## config.mk

```make
export PLATFORM = sky130hd
export DESIGN_NAME = priority_mask_register_allocator
export DESIGN_NICKNAME = d
export VERILOG_FILES = /design/src/rtl/pmra_pkg.sv /design/src/rtl/pmra_cfg.sv /design/src/rtl/pmra_pick.sv /design/src/rtl/priority_mask_register_allocator.sv
export VERILOG_INCLUDE_DIRS = /design/src /design/src/rtl
export SDC_FILE = /design/constraint.sdc
export NUM_CORES = 1
export LEC_CHECK = 0
export BUFFER_PORTS_ARGS = -buffer_cell sky130_fd_sc_hd__clkbuf_2
export CORE_MARGIN = 1
export CORE_UTILIZATION = 60
export DETAILED_ROUTE_END_ITERATION = 7
export GPL_TIMING_DRIVEN = 0
export HOLD_SLACK_MARGIN = 0.06
export PLACE_DENSITY_LB_ADDON = 0.3
export SLEW_MARGIN = 20
export SYNTH_ARGS = -nofsm -noshare
export SYNTH_HDL_FRONTEND = slang
export SYNTH_SLANG_ARGS = --single-unit
```

## constraint.sdc

```tcl
create_clock -name i_clk -period 6.8 [get_ports i_clk]
set_clock_uncertainty 0.05 [all_clocks]
set_input_delay 1.7 -clock i_clk [delete_from_list [all_inputs] [get_ports i_clk]]
set_output_delay 1.7 -clock i_clk [all_outputs]
set_load 0.01 [all_outputs]
```

## src/rtl/assert_macros.svh

```systemverilog
// Assertion macros shared by the allocator RTL.
`ifndef ASSERT_MACROS_SVH
`define ASSERT_MACROS_SVH

// Clocked check, masked while reset is asserted.
`define ASSERT_CLK(label, prop, msg) \
    label: assert property (@(posedge i_clk) disable iff (!i_rst_n) (prop)) else $error(msg);

// Clocked implication, masked while reset is asserted.
`define ASSERT_IMPL(label, cond, prop, msg) \
    label: assert property (@(posedge i_clk) disable iff (!i_rst_n) (cond) |-> (prop)) \
        else $error(msg);

`endif

```

## src/rtl/pmra_pkg.sv

```systemverilog
// Types and constants for the priority mask register allocator.
package pmra_pkg;

    localparam int REG_COUNT  = 32;
    localparam int SPILL_BITS = 16;

    // Registers that carry a busy bit and class bits.
    localparam int BIT_REGS = (REG_COUNT < 32) ? REG_COUNT : 32;
    localparam int IDX_W    = 5;
    localparam int TGT_W    = 6;
    localparam int CNT_W    = 6;
    localparam int MASK_W   = 32;
    localparam int CFG_IDX_W = 2;

    localparam logic [MASK_W-1:0] VALID_REGS =
        (BIT_REGS >= 32) ? {MASK_W{1'b1}} : MASK_W'((64'd1 << BIT_REGS) - 64'd1);
    localparam logic [SPILL_BITS-1:0] SPILL_MAX = {SPILL_BITS{1'b1}};
    localparam logic [TGT_W-1:0] TGT_LIMIT = TGT_W'(BIT_REGS);

    localparam logic [1:0] OP_ALLOC = 2'd0;
    localparam logic [1:0] OP_FREE  = 2'd1;
    localparam logic [1:0] OP_QUERY = 2'd2;

    localparam logic [CFG_IDX_W-1:0] CFG_CALLER = CFG_IDX_W'(0);
    localparam logic [CFG_IDX_W-1:0] CFG_CALLEE = CFG_IDX_W'(1);

    typedef struct packed {
        logic [MASK_W-1:0] caller;
        logic [MASK_W-1:0] callee;
    } t_masks;

    typedef struct packed {
        logic             found;
        logic [IDX_W-1:0] idx;
    } t_pick;

endpackage

```

## src/rtl/pmra_cfg.sv

```systemverilog
// Class mask registers written through the configuration channel.
module pmra_cfg (
    input  logic                             i_clk,
    input  logic                             i_rst_n,
    input  logic                             i_cfg_valid,
    output logic                             o_cfg_ready,
    input  logic [pmra_pkg::CFG_IDX_W-1:0]   i_cfg_index,
    input  logic [pmra_pkg::MASK_W-1:0]      i_cfg_data,
    output pmra_pkg::t_masks                 o_masks
);

    pmra_pkg::t_masks r_masks;

    assign o_cfg_ready = 1'b1;
    assign o_masks     = r_masks;

    always_ff @(posedge i_clk) begin
        if (!i_rst_n) begin
            r_masks <= '0;
        end else if (i_cfg_valid) begin
            case (i_cfg_index)
                pmra_pkg::CFG_CALLER: r_masks.caller <= i_cfg_data;
                pmra_pkg::CFG_CALLEE: r_masks.callee <= i_cfg_data;
                default: ;
            endcase
        end
    end

endmodule

```

## src/rtl/pmra_pick.sv

```systemverilog
// Two-level priority pick: lowest free register in the preferred class, else the other.
module pmra_pick (
    input  pmra_pkg::t_masks                 i_masks,
    input  logic                             i_prefer_caller,
    input  logic [pmra_pkg::MASK_W-1:0]      i_busy_bits,
    output pmra_pkg::t_pick                  o_pick
);

    logic [pmra_pkg::MASK_W-1:0] free_set;
    logic [pmra_pkg::MASK_W-1:0] first_cand;
    logic [pmra_pkg::MASK_W-1:0] second_cand;
    logic [pmra_pkg::MASK_W-1:0] cand;
    logic [pmra_pkg::MASK_W-1:0] low_hot;
    logic [pmra_pkg::IDX_W-1:0]  idx;

    assign free_set    = ~i_busy_bits & pmra_pkg::VALID_REGS;
    assign first_cand  = free_set & (i_prefer_caller ? i_masks.caller : i_masks.callee);
    assign second_cand = free_set & (i_prefer_caller ? i_masks.callee : i_masks.caller);
    assign cand        = (|first_cand) ? first_cand : second_cand;
    // isolate the lowest set bit
    assign low_hot     = cand & (~cand + pmra_pkg::MASK_W'(1));

    always_comb begin
        idx = '0;
        for (int i = 0; i < pmra_pkg::MASK_W; i++) begin
            if (low_hot[i]) begin
                idx = idx | pmra_pkg::IDX_W'(i);
            end
        end
    end

    assign o_pick.found = |cand;
    assign o_pick.idx   = idx;

endmodule

```

## src/rtl/priority_mask_register_allocator.sv

```systemverilog
// Top level: input register, allocator state and result register.
// A taken command passes the input register, then the result register, which drives its result strobe.
// Throughput: one command per cycle outside reset; the pick and counter update run in one stage.
// The stage reads state left by the previous command, updated at the same edge.
// Reset (synchronous, active low) clears masks, busy bitmap and all counters.
// Results cannot be stalled by the receiver; o_busy is high only during reset.
`include "assert_macros.svh"
module priority_mask_register_allocator (
    input  logic                             i_clk,
    input  logic                             i_rst_n,
    input  logic                             i_start,
    output logic                             o_busy,
    input  logic [1:0]                       i_opcode,
    input  logic                             i_prefer_caller_class,
    input  logic [pmra_pkg::TGT_W-1:0]       i_target_reg,
    input  logic                             i_cfg_valid,
    output logic                             o_cfg_ready,
    input  logic [pmra_pkg::CFG_IDX_W-1:0]   i_cfg_index,
    input  logic [pmra_pkg::MASK_W-1:0]      i_cfg_data,
    output logic                             o_strobe,
    output logic [pmra_pkg::IDX_W-1:0]       o_granted_reg,
    output logic                             o_grant_valid,
    output logic                             o_busy_flag,
    output logic [pmra_pkg::CNT_W-1:0]       o_in_use_count,
    output logic [pmra_pkg::CNT_W-1:0]       o_peak_in_use,
    output logic [pmra_pkg::SPILL_BITS-1:0]  o_spill_total
);

    pmra_pkg::t_masks masks;
    pmra_pkg::t_pick  pick;

    // input register
    logic                            r_stg_vld;
    logic [1:0]                      r_op;
    logic                            r_pref;
    logic [pmra_pkg::TGT_W-1:0]      r_tgt;

    // allocator state
    logic [pmra_pkg::MASK_W-1:0]     r_busy_bits, n_busy_bits;
    logic [pmra_pkg::CNT_W-1:0]      r_in_use, n_in_use;
    logic [pmra_pkg::CNT_W-1:0]      r_peak, n_peak;
    logic [pmra_pkg::SPILL_BITS-1:0] r_spills, n_spills;

    // result register
    logic                            r_strobe;
    logic [pmra_pkg::IDX_W-1:0]      r_granted, n_granted;
    logic                            r_gvalid, n_gvalid;
    logic                            r_bflag, n_bflag;

    logic                            accept;
    logic                            tgt_ok;
    logic                            tgt_busy;
    logic [pmra_pkg::IDX_W-1:0]      tgt_idx;

    assign o_busy = !i_rst_n;
    assign accept = i_start && !o_busy;

    pmra_cfg u_cfg (
        .i_clk       (i_clk),
        .i_rst_n     (i_rst_n),
        .i_cfg_valid (i_cfg_valid),
        .o_cfg_ready (o_cfg_ready),
        .i_cfg_index (i_cfg_index),
        .i_cfg_data  (i_cfg_data),
        .o_masks     (masks)
    );

    pmra_pick u_pick (
        .i_masks         (masks),
        .i_prefer_caller (r_pref),
        .i_busy_bits     (r_busy_bits),
        .o_pick          (pick)
    );

    assign tgt_ok   = r_tgt < pmra_pkg::TGT_LIMIT;
    assign tgt_idx  = r_tgt[pmra_pkg::IDX_W-1:0];
    assign tgt_busy = tgt_ok && r_busy_bits[tgt_idx];

    always_comb begin
        n_busy_bits = r_busy_bits;
        n_in_use    = r_in_use;
        n_peak      = r_peak;
        n_spills    = r_spills;
        n_granted   = '0;
        n_gvalid    = 1'b0;
        n_bflag     = 1'b0;
        if (r_stg_vld) begin
            case (r_op)
                pmra_pkg::OP_ALLOC: begin
                    if (pick.found) begin
                        n_busy_bits[pick.idx] = 1'b1;
                        n_in_use  = r_in_use + pmra_pkg::CNT_W'(1);
                        n_granted = pick.idx;
                        n_gvalid  = 1'b1;
                        if (n_in_use > r_peak) begin
                            n_peak = n_in_use;
                        end
                    end else if (r_spills != pmra_pkg::SPILL_MAX) begin
                        n_spills = r_spills + pmra_pkg::SPILL_BITS'(1);
                    end
                end
                pmra_pkg::OP_FREE: begin
                    if (tgt_busy) begin
                        n_busy_bits[tgt_idx] = 1'b0;
                        n_in_use = r_in_use - pmra_pkg::CNT_W'(1);
                    end
                end
                pmra_pkg::OP_QUERY: begin
                    n_bflag = tgt_busy;
                end
                default: ;
            endcase
        end
    end

    always_ff @(posedge i_clk) begin
        if (!i_rst_n) begin
            r_stg_vld   <= 1'b0;
            r_strobe    <= 1'b0;
            r_busy_bits <= '0;
            r_in_use    <= '0;
            r_peak      <= '0;
            r_spills    <= '0;
        end else begin
            r_stg_vld   <= accept;
            r_strobe    <= r_stg_vld;
            r_busy_bits <= n_busy_bits;
            r_in_use    <= n_in_use;
            r_peak      <= n_peak;
            r_spills    <= n_spills;
        end
    end

    always_ff @(posedge i_clk) begin
        if (accept) begin
            r_op   <= i_opcode;
            r_pref <= i_prefer_caller_class;
            r_tgt  <= i_target_reg;
        end
        r_granted <= n_granted;
        r_gvalid  <= n_gvalid;
        r_bflag   <= n_bflag;
    end

    // counters are shown straight from state: they hold until the next transaction
    assign o_strobe       = r_strobe;
    assign o_granted_reg  = r_granted;
    assign o_grant_valid  = r_gvalid;
    assign o_busy_flag    = r_bflag;
    assign o_in_use_count = r_in_use;
    assign o_peak_in_use  = r_peak;
    assign o_spill_total  = r_spills;

    `ASSERT_IMPL(a_strobe_follows, r_stg_vld, ##1 o_strobe, "strobe missing after stage")
    `ASSERT_CLK(a_count_matches, $countones(r_busy_bits) == r_in_use, "in-use count off bitmap")
    `ASSERT_CLK(a_peak_bound, r_peak >= r_in_use, "peak below in-use count")
    `ASSERT_IMPL(a_grant_marked, o_grant_valid, o_strobe && r_busy_bits[o_granted_reg],
        "granted register not marked busy")

endmodule
```

# == After elaboration in Yosys (flattened, before gate mapping) ==
# Cells that the tools add are included.
# totals
register_bits,142
output_inout_bits,38
# classes
n_addsub,4
magnitude_cmp,6
eq_ne,15
n_mux,94
bitwise_logic,8
reduce_logical,14
# ops
cell,n
32-bit two-way mux,16
16-bit two-way mux,9
32-bit bitwise AND,4
64-bit two-way mux,2
5-bit two-way mux,21
6-bit two-way mux,16
32-bit inverter,3
32-bit case mux with 2 select lines,1
32-bit OR reduction,2
32-bit by 1-bit adder with 32-bit output (second input constant),1
4-bit two-way mux,8
32-bit OR,1
16-bit by 1-bit adder with 16-bit output (second input constant),1
16-bit inequality test (second input constant),1
5-bit by 6-bit < comparator with 1-bit output (second input constant),2
3-bit two-way mux,4
2-bit by 1-bit inequality test with 1-bit output (second input constant),6
6-bit case mux with 2 select lines,1
4-bit AND reduction,3
1-bit two-way mux,11
1-bit demux with 5-bit select,2
5-bit by 1-bit greater-or-equal comparator with 1-bit output (second input constant),2
6-bit by 1-bit adder with 6-bit output (second input constant),1
6-bit greater-than comparator,1
13 further kinds,22

# == Longest topological paths before layout ==
# Gate-level depths: netlist of run 1.
# logic_depth
word_depth,48
mapped_depth,17
depth_no_buf,12

# == Modules after synthesis ==
# Synthesis of run 1 repeated with hierarchy kept, for this count alone.
# hier_totals
cells_unflattened,1003
hier_area_um2,8454.4
# modules_own_cells
module,instances,cells_each,area_per_inst_um2,seq_area_each_um2
priority_mask_register_allocator,1,442,3868.7,1651.6
pmra_cfg,1,247,2489.9,1281.2
pmra_pick,1,314,2095.8,0.0

# == Worst setup path before layout of run 1 ==
# OpenSTA, ideal clock, no wires.
# synth_path
path_kind,input port to output port
start,input port i_rst_n
end,output port o_busy
arrival_ns,2.614
path_slack_ns,2.436
path_stages,4
cell_sequence,clkbuf_1 -> inv_2 -> clkbuf_1 -> clkbuf_1
# synth_between
elab_chain_len,1
# synth_rtl
element,line,source
"start, declared",priority_mask_register_allocator.sv:10,"input logic i_rst_n,"
1-bit logical NOT,-,
"end, declared",priority_mask_register_allocator.sv:12,"output logic o_busy,"
# Every way passes these cells.

# == Worst setup path after layout of run 1 ==
# Ends and elaborated chain as after synthesis.

==> impl_metrics.csv, run 1 <==
group,metric,value,unit
critical_path,setup.worst_path.end_class,"output port",
routing,detail_route.iter0.violations,969,
logic_synthesis,syn-instance-count,1056,
logic_synthesis,synth_area_leader_cell,"dfxtp_1",
routing,routed_wirelength,27600,um
routing,antenna_left,0,
critical_path,cp_dominant_cell_by_count,"clkbuf_1",
sta,period_needed,5.30,ns
finish,nets,1214,
flow_run,drv.max_cap_violation_count,0,
sta,timing.fmax,0.189,GHz
clock_network,htree_levels,4,
clock_network,cts_hold_buf,0,
logic_synthesis,ys_seq_area_frac,0.346,
global_route,grt_first_pass_wirelength,42200,um
critical_path,r2r_end,"r_busy_bits[27]$_SDFFE_PN0P_",
min_path,min_delay_path_depth,2,
routing,route.top_layer_used,"met4",
logic_synthesis,yosys_register_bits,142,
place,place_hpwl,20400,um
logic_synthesis,postSynth.topFlopCell,"dfxtp_1",
sta,totalNegativeSetupSlack,0,ns
routing,drc,0,
logic_synthesis,number_of_different_library_cells_in_the_post_synthesis_netlist,87,
pwr,leakagePower,3.75,nW
logic_synthesis,synth.avg_cell_area,8.02,um^2
global_route,track_usage,0.382,
critical_path,crit_path_start,"i_rst_n",
sta,setup_viol_count_final,0,
critical_path,crit_slowest_cell,"clkbuf_1",
critical_path,setup.reg_to_reg.worst_slack,1.57,ns
pwr,sequential_fraction_of_design_power,0.380,
sta,final-hold-violation-count,0,
clock_network,numCtsBuffers,17,
finish,n_antenna_cell,0,
clock_network,clkLatencyLatePin,0.44,ns
critical_path,critical_path_buf_inv_count,6,
logic_synthesis,count_of_flip_flops_with_a_built_in_enable_after_synthesis,9,
logic_synthesis,yosys.cell_count.top_type,"nand2_1",
status,status,"complete, no violations",
global_route,grt_start_max_net_pins,17,
critical_path,critical_path.cell_chain,"clkbuf_2 > clkbuf_1 > inv_2 > clkbuf_1 > clkbuf_1 > clkbuf_2",
logic_synthesis,yosysWarningCount,0,
critical_path,timing.critical_path.max_delay_family,"buffers and inverters",
clock_network,clock-root-buffer,"clkbuf_16",
sta,drv_slew,0,
clock_network,postCtsSetupBuffers,0,
place,placed_cell_area,9110,um^2
logic_synthesis,ys_top_cells_by_count,"nand2_1 (165), dfxtp_1 (133), nor2_1 (122)",
global_route,grt_antenna_before_repair,0,
critical_path,crit_path_max_incr_delay,0.49,ns
critical_path,worstRegToRegCells,16,
routing,vias,8787,
sta,ratio_of_final_minimum_period_to_clock_period,0.780,
critical_path,data_arrival_time_of_the_critical_path,3.55,ns
logic_synthesis,synth_nets,1112,
sta,max_slew_margin,0.244,
routing,wl_met3,2280,um
finish,drive_above_1_share,0.152,
floorplan,die_y,121,um
place,io_buffer_count,83,
critical_path,crit_path_start_kind,"primary input",
routing,wl_met1,11600,um
sta,worst_slew_pin_slew,1.13,ns
global_route,grt_pass1_vias,7982,
routing,dr.pass1.iters,6,
critical_path,path_max_fanout,10,
logic_synthesis,async_reset_ff_frac,0,
critical_path,rr_startpoint,"r_pref$_DFFE_PP_",
pwr,ir_worst_vdd,203,uV
pwr,cellInternalPower,1.55,mW
routing,detail_route.wl_per_cell,20.4,um
pwr,p_sw_frac,0.332,
clock_network,clkSinkCount,142,
logic_synthesis,netlist_area,8470,um^2
min_path,worst_hold_path.endpoint,"u_cfg.o_masks[23]$_SDFFE_PN0P_",
routing,met2_wirelength,12300,um
pwr,power.share.clock,0.400,
pwr,totalPowerFinal,2.32,mW
finish,finish.instance_area,9680,um^2
critical_path,worstSetupPathType,"in2out",
global_route,grt-ovfl-total,0,
pwr,power_switching,0.771,mW
floorplan,placeableCoreArea,13800,um^2
floorplan,fp-row-count,43,
pwr,power.share.combinational,0.220,
routing,route.detailed.vias_per_inst,6.50,
min_path,worstHoldPathType,"reg2reg",
critical_path,timing.critical_path.required,5.05,ns
floorplan,die_area,14600,um^2
floorplan,initial_core_util,0.612,
sta,hold-worst-slack,0.420,ns
min_path,worst_hold_startpoint,"u_cfg.o_masks[23]$_SDFFE_PN0P_",
pwr,cellPowerDensity,240,nW/um^2
clock_network,largest_buffer_count_on_any_clock_path,2,
clock_network,cts_tree,"done",
logic_synthesis,synth_top_area_frac,0.314,
clock_network,cells_resized_by_post_cts_repair,0,
place,gp_congestion,1.04,
logic_synthesis,post_synth_main_area_contributors,"dfxtp_1 (31%), mux2i_1 (7.9%), nand2_1 (7.3%)",
clock_network,worst_setup_hold_path_clk_slew,0.06,ns
floorplan,ioPinCount,85,
finish,flip_flop_count_of_the_largest_register_all_copies_and_words_added,64,
finish,syn2layout_area_growth,14.3,%
floorplan,die_w,121,um
sta,grt_setup_unrepaired,"false",
kinds of logic (layout without fill, tap and decap cells):
family,count (synthesis),after routing,synth area share
other,1,1,0.000443
multiplexers,79,79,0.107
AO/OA/AOI/OAI,288,288,0.222
buffers and inverters,82,197,0.0433
flip-flops,142,142,0.346
AND/OR/NAND/NOR,439,439,0.251
adder cells (fa/ha/maj),9,9,0.0133
XOR/XNOR,16,16,0.0165
layout make-up:
type | count | area (um^2)
Buffer | 58 | 277
Clock buffer | 19 | 443
Clock inverter | 13 | 129
Fill cell | 1157 | 4150
Inverter | 24 | 90.1
Multi-Input combinational cell | 832 | 5170
Sequential cell | 142 | 2930
Tap cell | 180 | 225
Timing Repair Buffer | 83 | 415
layer usage:
metal	track usage	vias to the layer above
li1	-	4074
met1	0.491	4108
met2	0.594	485
met3	0.0892	120
met4	0.198	0
met5	0	-
cell usage in the layout, fill, tap and decap left out, drive strengths merged, types with 5 or more instances in the layout:
cell / instances
and3: 6
nand3: 20
o22ai: 36
a211oi: 7
nor2: 123
nor4: 16
o21a: 6
ha: 9
o21ai: 49
clkbuf: 140
buf: 20
nand3b: 6
and2: 6
or3: 16
edfxtp: 9
o31ai: 6
o211ai: 12
mux4: 8
nand2: 165
nand2b: 8
or4: 10
or2: 12
a211o: 6
nor3: 20
mux2i: 67
nor2b: 8
a31oi: 12
a21oi: 96
o2bb2ai: 5
dfxtp: 133
inv: 30
xnor2: 7
xor2: 9
nand4: 8
o311ai: 6
worst register-to-register path: cells and delay by family, from the launching register on:
kind	cells	cell delay, ns
compound gates	4	0.97
mux	1	0.23
flops	1	0.34
buf+inv	5	1.19
simple gates	6	2.36
worst max-delay path by stage:
stage / endpoint / cells past startpoint / slack [ns]
after global routing: o_busy / 6 / 1.46
after floorplan: o_busy / 4 / 2.44
final: o_busy / 6 / 1.50
after detailed placement: o_busy / 6 / 1.60
after global placement: o_busy / 6 / 1.60
after CTS: o_busy / 6 / 1.59
power groups by stage:
stage / combinational (mW) / clock [mW] / sequential [mW]
after floorplan: 0.342 / 0 / 0.895
after global placement: 0.484 / 0 / 0.899
after detailed placement: 0.487 / 0 / 0.900
after CTS: 0.490 / 0.922 / 0.882
after global routing: 0.543 / 0.961 / 0.884
final: 0.511 / 0.927 / 0.883
per-stage QoR:
step	instances	util	setup WS [ns]
2_1_floorplan	1056	-	2.44
3_3_place_gp	1319	0.659	1.60
3_5_place_dp	1319	0.659	1.60
4_1_cts	1351	0.700	1.59
5_1_grt	1351	0.700	1.46
6_report	1351	0.700	1.50
No activity file was read; power rests on OpenSTA's default activity.
==> inputs of run 2 (changes only) <==
CORE_UTILIZATION = 54   (was 60)
clock period = 4.7 ns   (was 6.8 ns; I/O delays follow)
==> impl_metrics.csv, run 2 (synthesized netlist as in run 1, its figures left out) <==
group,metric,value,unit
status,status,"complete, no violations",
sta,drv_slew,0,
global_route,grt-ovfl-total,0,
finish,drive_above_1_share,0.199,
place,placed_cell_area,9150,um^2
routing,dr.pass1.iters,6,
finish,instances_no_fill,1399,
pwr,cellPowerDensity,338,nW/um^2
finish,flip_flop_count_of_the_largest_register_all_copies_and_words_added,64,
finish,nets,1231,
global_route,track_usage,0.358,
critical_path,crit_path_start_kind,"flop",
finish,finalCoreUtilization,0.667,
critical_path,worstSetupPathType,"reg2reg",
clock_network,worst_setup_hold_path_clk_slew,0.06,ns
place,gp_congestion,0.997,
place,placed_cells,1350,
pwr,totalPowerFinal,3.44,mW
place,place_hpwl,21300,um
routing,vias,8838,
routing,detail_route.iter0.violations,989,
routing,routed_wirelength,28700,um
min_path,worstHoldPathType,"reg2reg",
critical_path,timing.critical_path.required,5.01,ns
finish,finish.instance_area,10200,um^2
global_route,grt_start_max_net_pins,17,
finish,syn2layout_area_growth,20.1,%
critical_path,path_max_fanout,10,
routing,route.detailed.vias_per_inst,6.32,
clock_network,clock-root-buffer,"clkbuf_16",
critical_path,critical_path.cell_chain,"buf_6 > buf_8 > buf_8 > mux2i_1 > o22ai_2 > nor4_4 > and4_1 > buf_6 > nand2_2 > o211ai_1 > nor2_1 > a2111o_1 > or4_4 > or2_4 > o22ai_1",
clock_network,numCtsBuffers,17,
clock_network,largest_buffer_count_on_any_clock_path,2,
floorplan,placeableCoreArea,15300,um^2
floorplan,fp-row-count,45,
sta,setup_viol_count_final,0,
clock_network,cts_tree,"done",
critical_path,crit_slowest_cell,"or4_4",
floorplan,die_y,127,um
sta,max_slew_margin,0.294,
finish,n_antenna_cell,0,
floorplan,initial_core_util,0.555,
sta,totalNegativeSetupSlack,0,ns
flow_run,drv.max_cap_violation_count,0,
routing,drc,0,
global_route,grt_pass1_vias,8024,
routing,detail_route.wl_per_cell,20.5,um
finish,most-common-layout-cells,"nand2_1 (164), dfxtp_1 (133), nor2_1 (119)",
sta,worst_slack,0.0489,ns
global_route,grt_antenna_before_repair,0,
sta,timing.fmax,0.215,GHz
clock_network,clkSinkCount,142,
routing,antenna_left,0,
floorplan,die_area,16200,um^2
critical_path,setup.worst_path.end_class,"flop",
place,worst_setup_slack_after_placement,-0.505,ns
sta,final-hold-violation-count,0,
critical_path,data_arrival_time_of_the_critical_path,4.96,ns
sta,period_needed,4.65,ns
clock_network,clkLatencyLatePin,0.44,ns
sta,grt_setup_unrepaired,"true",
place,io_buffer_count,83,
critical_path,critical_path_buf_inv_count,4,
sta,hold-worst-slack,0.421,ns
finish,layout.cells.most_common,"nand2_1",
clock_network,cts_hold_buf,0,
floorplan,die_w,127,um
critical_path,timing.critical_path.max_delay_family,"simple AND/OR/NAND/NOR gates",
pwr,ir_worst_vdd,282,uV
pwr,leakagePower,3.89,nW
critical_path,crit_path_max_incr_delay,0.60,ns
sta,worst_slew_pin_slew,1.04,ns
sta,ratio_of_final_minimum_period_to_clock_period,0.990,
floorplan,ioPinCount,85,
global_route,grt_first_pass_wirelength,44200,um
clock_network,htree_levels,4,
==> run 2: changes by cell type in the layout (fill, tap and decap cells not counted), moves of 4 or more <==
cell | before | now
buf_4 | 3 | 18
mux2i_1 | 67 | 58
mux2i_2 | 0 | 8
o22ai_1 | 36 | 29
o22ai_2 | 0 | 7
nor4_1 | 12 | 7
nor4_4 | 2 | 7
buf_8 | 0 | 4
o311ai_0 | 4 | 0
==> run 2: what timing repair did <==
action | CTS | global route
cloned | 0 | 0
gates resized for setup | 22 | 54
pin swaps | 3 | 13
setup endpoints to repair | 47 | 49
setup buffers | 6 | 11
==> run 2: final cells by class <==
cell class                      instances  area, um^2
Clock inverter                         12         114
Fill cell                            1316        5090
Clock buffer                           20         437
Tap cell                              211         264
Buffer                                 58         319
Timing Repair Buffer                  100         543
Multi-Input combinational cell        832        5470
Inverter                               24        90.1
Sequential cell                       142        2930
==> run 2: worst reg2reg max path, delay by kind of cell, from the launching register on <==
kind / cells / cell delay, ns
AO/OA/AOI/OAI: 4 / 1.25
AND/OR/NAND/NOR: 6 / 1.85
multiplexers: 1 / 0.30
flip-flops: 1 / 0.34
buffers and inverters: 4 / 0.77
==> run 2: path summary, 6_finish.rpt <==
path                                                      from                        endpoint  slack (ns)  depth (start not counted)
worst min-delay path            u_cfg.o_masks[28]$_SDFFE_PN0P_  u_cfg.o_masks[28]$_SDFFE_PN0P_        0.42                          2
worst max register to register                r_pref$_DFFE_PP_     r_busy_bits[0]$_SDFFE_PN0P_        0.05                         15
worst max-delay path                          r_pref$_DFFE_PP_     r_busy_bits[0]$_SDFFE_PN0P_        0.05                         15
worst min register to register  u_cfg.o_masks[28]$_SDFFE_PN0P_  u_cfg.o_masks[28]$_SDFFE_PN0P_        0.42                          2
==> run 2: layer usage <==
| metal | GRT usage | share of wire | vias up |
|---|---|---|---|
| li1 | - | - | 4102 |
| met1 | 0.484 | 0.43 | 4117 |
| met2 | 0.542 | 0.43 | 520 |
| met3 | 0.0980 | 0.10 | 99 |
| met4 | 0.144 | 0.035 | 0 |
| met5 | 0 | 0 | - |
==> run 2: power by group <==
group          switching, mW  leakage (nW)  internal, mW
clock network          0.561         0.259         0.731
logic                  0.555          2.47         0.311
registers             0.0315          1.16          1.25
==> inputs of run 3 (changes only) <==
CORE_ASPECT_RATIO = 1.1   (was not set)
RECOVER_POWER = 25   (was not set)
==> impl_metrics.csv, run 3 (synthesized netlist as in run 1, its figures left out) <==
group,metric,value,unit
min_path,worstHoldPathType,"reg2reg",
sta,drv_slew,0,
pwr,cellInternalPower,2.22,mW
critical_path,cp_dominant_cell_by_count,"buf_4",
global_route,grt-busiest-layer,"met2",
critical_path,critical_path.cell_chain,"buf_6 > buf_8 > buf_8 > mux2i_1 > o22ai_1 > nor4b_4 > buf_4 > and4_1 > buf_4 > buf_4 > a31oi_1 > nand4_1 > a21boi_2 > nand4_1 > or4_4 > or2_1 > o22ai_1",
critical_path,rr_startpoint,"r_pref$_DFFE_PP_",
place,io_buffer_count,83,
routing,vias,8791,
critical_path,critical_path_buf_inv_count,6,
clock_network,cts_tree,"done",
clock_network,largest_buffer_count_on_any_clock_path,2,
global_route,grt_pass1_vias,8069,
pwr,sequential_fraction_of_design_power,0.379,
finish,finalCoreUtilization,0.662,
floorplan,ioPinCount,85,
critical_path,setup.worst_path.end_class,"flop",
finish,syn2layout_area_growth,18.6,%
sta,setup_viol_count_final,0,
critical_path,timing.critical_path.depth,17,
sta,ratio_of_final_minimum_period_to_clock_period,0.996,
global_route,grt_start_max_net_pins,17,
finish,flip_flop_count_of_the_largest_register_all_copies_and_words_added,64,
routing,antenna_left,0,
global_route,grt_first_pass_wirelength,44000,um
finish,n_antenna_cell,0,
critical_path,crit_path_start_kind,"flop",
clock_network,clock-root-buffer,"clkbuf_16",
routing,detail_route.iter0.violations,942,
finish,drive_above_1_share,0.175,
global_route,grt-ovfl-total,0,
finish,layout.cells.most_common,"nand2_1",
finish,nets,1225,
sta,period_needed,4.68,ns
floorplan,initial_core_util,0.558,
status,status,"complete, no violations",
floorplan,die_y,133,um
place,worst_setup_slack_after_placement,-0.555,ns
clock_network,worst_setup_hold_path_clk_slew,0.06,ns
critical_path,crit_slowest_cell,"or4_4",
critical_path,worstRegToRegCells,17,
sta,max_slew_margin,0.521,
place,place_hpwl,21400,um
critical_path,setup.reg_to_reg.worst_slack,0.02,ns
global_route,grt_antenna_before_repair,0,
critical_path,crit_path_max_incr_delay,0.64,ns
clock_network,htree_levels,4,
critical_path,path_max_fanout,10,
floorplan,fp-row-count,47,
critical_path,data_arrival_time_of_the_critical_path,4.98,ns
floorplan,placeableCoreArea,15200,um^2
global_route,gr-usage-met1,0.486,
global_route,track_usage,0.358,
clock_network,clkSinkCount,142,
critical_path,crit_path_start,"r_pref$_DFFE_PP_",
critical_path,r2r_end,"r_busy_bits[16]$_SDFFE_PN0P_",
sta,totalNegativeSetupSlack,0,ns
global_route,grt_util_met2,0.541,
pwr,power_switching,1.16,mW
sta,grt_setup_unrepaired,"true",
flow_run,drv.max_cap_violation_count,0,
floorplan,die_area,16200,um^2
clock_network,numCtsBuffers,17,
pwr,ir_worst_vdd,273,uV
routing,route.detailed.vias_per_inst,6.38,
critical_path,worstSetupPathType,"reg2reg",
pwr,cellPowerDensity,336,nW/um^2
pwr,leakagePower,3.79,nW
routing,routed_wirelength,28600,um
sta,worst_slack,0.0174,ns
sta,worst_slew_pin_slew,0.719,ns
routing,drc,0,
pwr,p_sw_frac,0.342,
floorplan,die_w,121,um
routing,dr.pass1.iters,6,
clock_network,clkLatencyLatePin,0.44,ns
sta,timing.fmax,0.214,GHz
pwr,power.share.combinational,0.252,
finish,most-common-layout-cells,"nand2_1 (165), dfxtp_1 (133), nor2_1 (119)",
global_route,grt_util_met3,0.0741,
critical_path,timing.critical_path.max_delay_family,"simple AND/OR/NAND/NOR gates",
critical_path,timing.critical_path.required,5.00,ns
place,gp_congestion,0.999,
critical_path,crit_end,"r_busy_bits[16]$_SDFFE_PN0P_",
pwr,power.share.clock,0.369,
sta,final-hold-violation-count,0,
routing,detail_route.wl_per_cell,20.7,um
clock_network,cts_hold_buf,0,
## run 3: changes by cell type in the layout (fill, tap and decap cells not counted), sizes merged
cell | previous run | this run
clkinv | 5 | 7
clkbuf | 142 | 139
buf | 36 | 30
bufinv | 1 | 0
inv | 27 | 29
## run 3: layer usage
| layer | vias up | part of all wire |
|---|---|---|
| met5 | - | 0 |
| met4 | 0 | 0.042 |
| met3 | 99 | 0.088 |
| met2 | 504 | 0.44 |
| met1 | 4089 | 0.43 |
| li1 | 4099 | - |
## run 3: worst min path at each step
stage	from	end	slack, ns	depth (start not counted)
finish	u_cfg.o_masks[9]$_SDFFE_PN0P_	u_cfg.o_masks[9]$_SDFFE_PN0P_	0.42	2
global placement	u_cfg.o_masks[30]$_SDFFE_PN0P_	u_cfg.o_masks[30]$_SDFFE_PN0P_	0.40	2
CTS	u_cfg.o_masks[30]$_SDFFE_PN0P_	u_cfg.o_masks[30]$_SDFFE_PN0P_	0.42	2
global route	u_cfg.o_masks[13]$_SDFFE_PN0P_	u_cfg.o_masks[13]$_SDFFE_PN0P_	0.44	2
floorplan	u_cfg.o_masks[62]$_SDFFE_PN0P_	u_cfg.o_masks[62]$_SDFFE_PN0P_	0.40	2
detailed placement	u_cfg.o_masks[30]$_SDFFE_PN0P_	u_cfg.o_masks[30]$_SDFFE_PN0P_	0.41	2
## run 3: final cells by class
cell class	instances	area, um^2
buffer	58	305
clock buffer	17	425
clock inverter	15	113
fill	1329	5130
inverter	24	90.1
multi-input combinational	832	5460
sequential	142	2930
tap	196	245
timing repair buffer	94	473
## run 3: power by group through the flow
stage | registers, mW | clock network, mW | logic, mW
3_5_place_dp | 1.30 | 0 | 0.718
5_1_grt | 1.28 | 1.30 | 0.899
2_1_floorplan | 1.29 | 0 | 0.494
6_report | 1.28 | 1.25 | 0.852
3_3_place_gp | 1.30 | 0 | 0.722
4_1_cts | 1.28 | 1.26 | 0.780
## run 3: through the flow
| stage | power [mW] | hold WS (ns) | area (um^2) | cells |
|---|---|---|---|---|
| finish | 3.38 | 0.421 | 10000 | 1378 |
| floorplan | 1.79 | 0.395 | 8470 | 1056 |
| detailed placement | 2.02 | 0.411 | 9130 | 1335 |
| global placement | 2.02 | 0.404 | 9130 | 1335 |
| CTS | 3.32 | 0.420 | 9830 | 1371 |
| global route | 3.48 | 0.444 | 10000 | 1378 |
## run 3: worst reg2reg max path: stages (launching register included)
cell and delay [ns]:
edfxtp_1 0.34, buf_6 0.18, buf_8 0.20, buf_8 0.22
mux2i_1 0.30, o22ai_1 0.21, nor4b_4 0.28, buf_4 0.19
and4_1 0.20, buf_4 0.22, buf_4 0.23, a31oi_1 0.19
nand4_1 0.18, a21boi_2 0.27, nand4_1 0.18, or4_4 0.64
or2_1 0.33, o22ai_1 0.20
## run 3: timing repair
action,CTS,global route
setup buffers,4,7
pin swaps,6,8
gates cloned,0,0
endpoints found under the setup margin,49,47
resized for setup,31,37
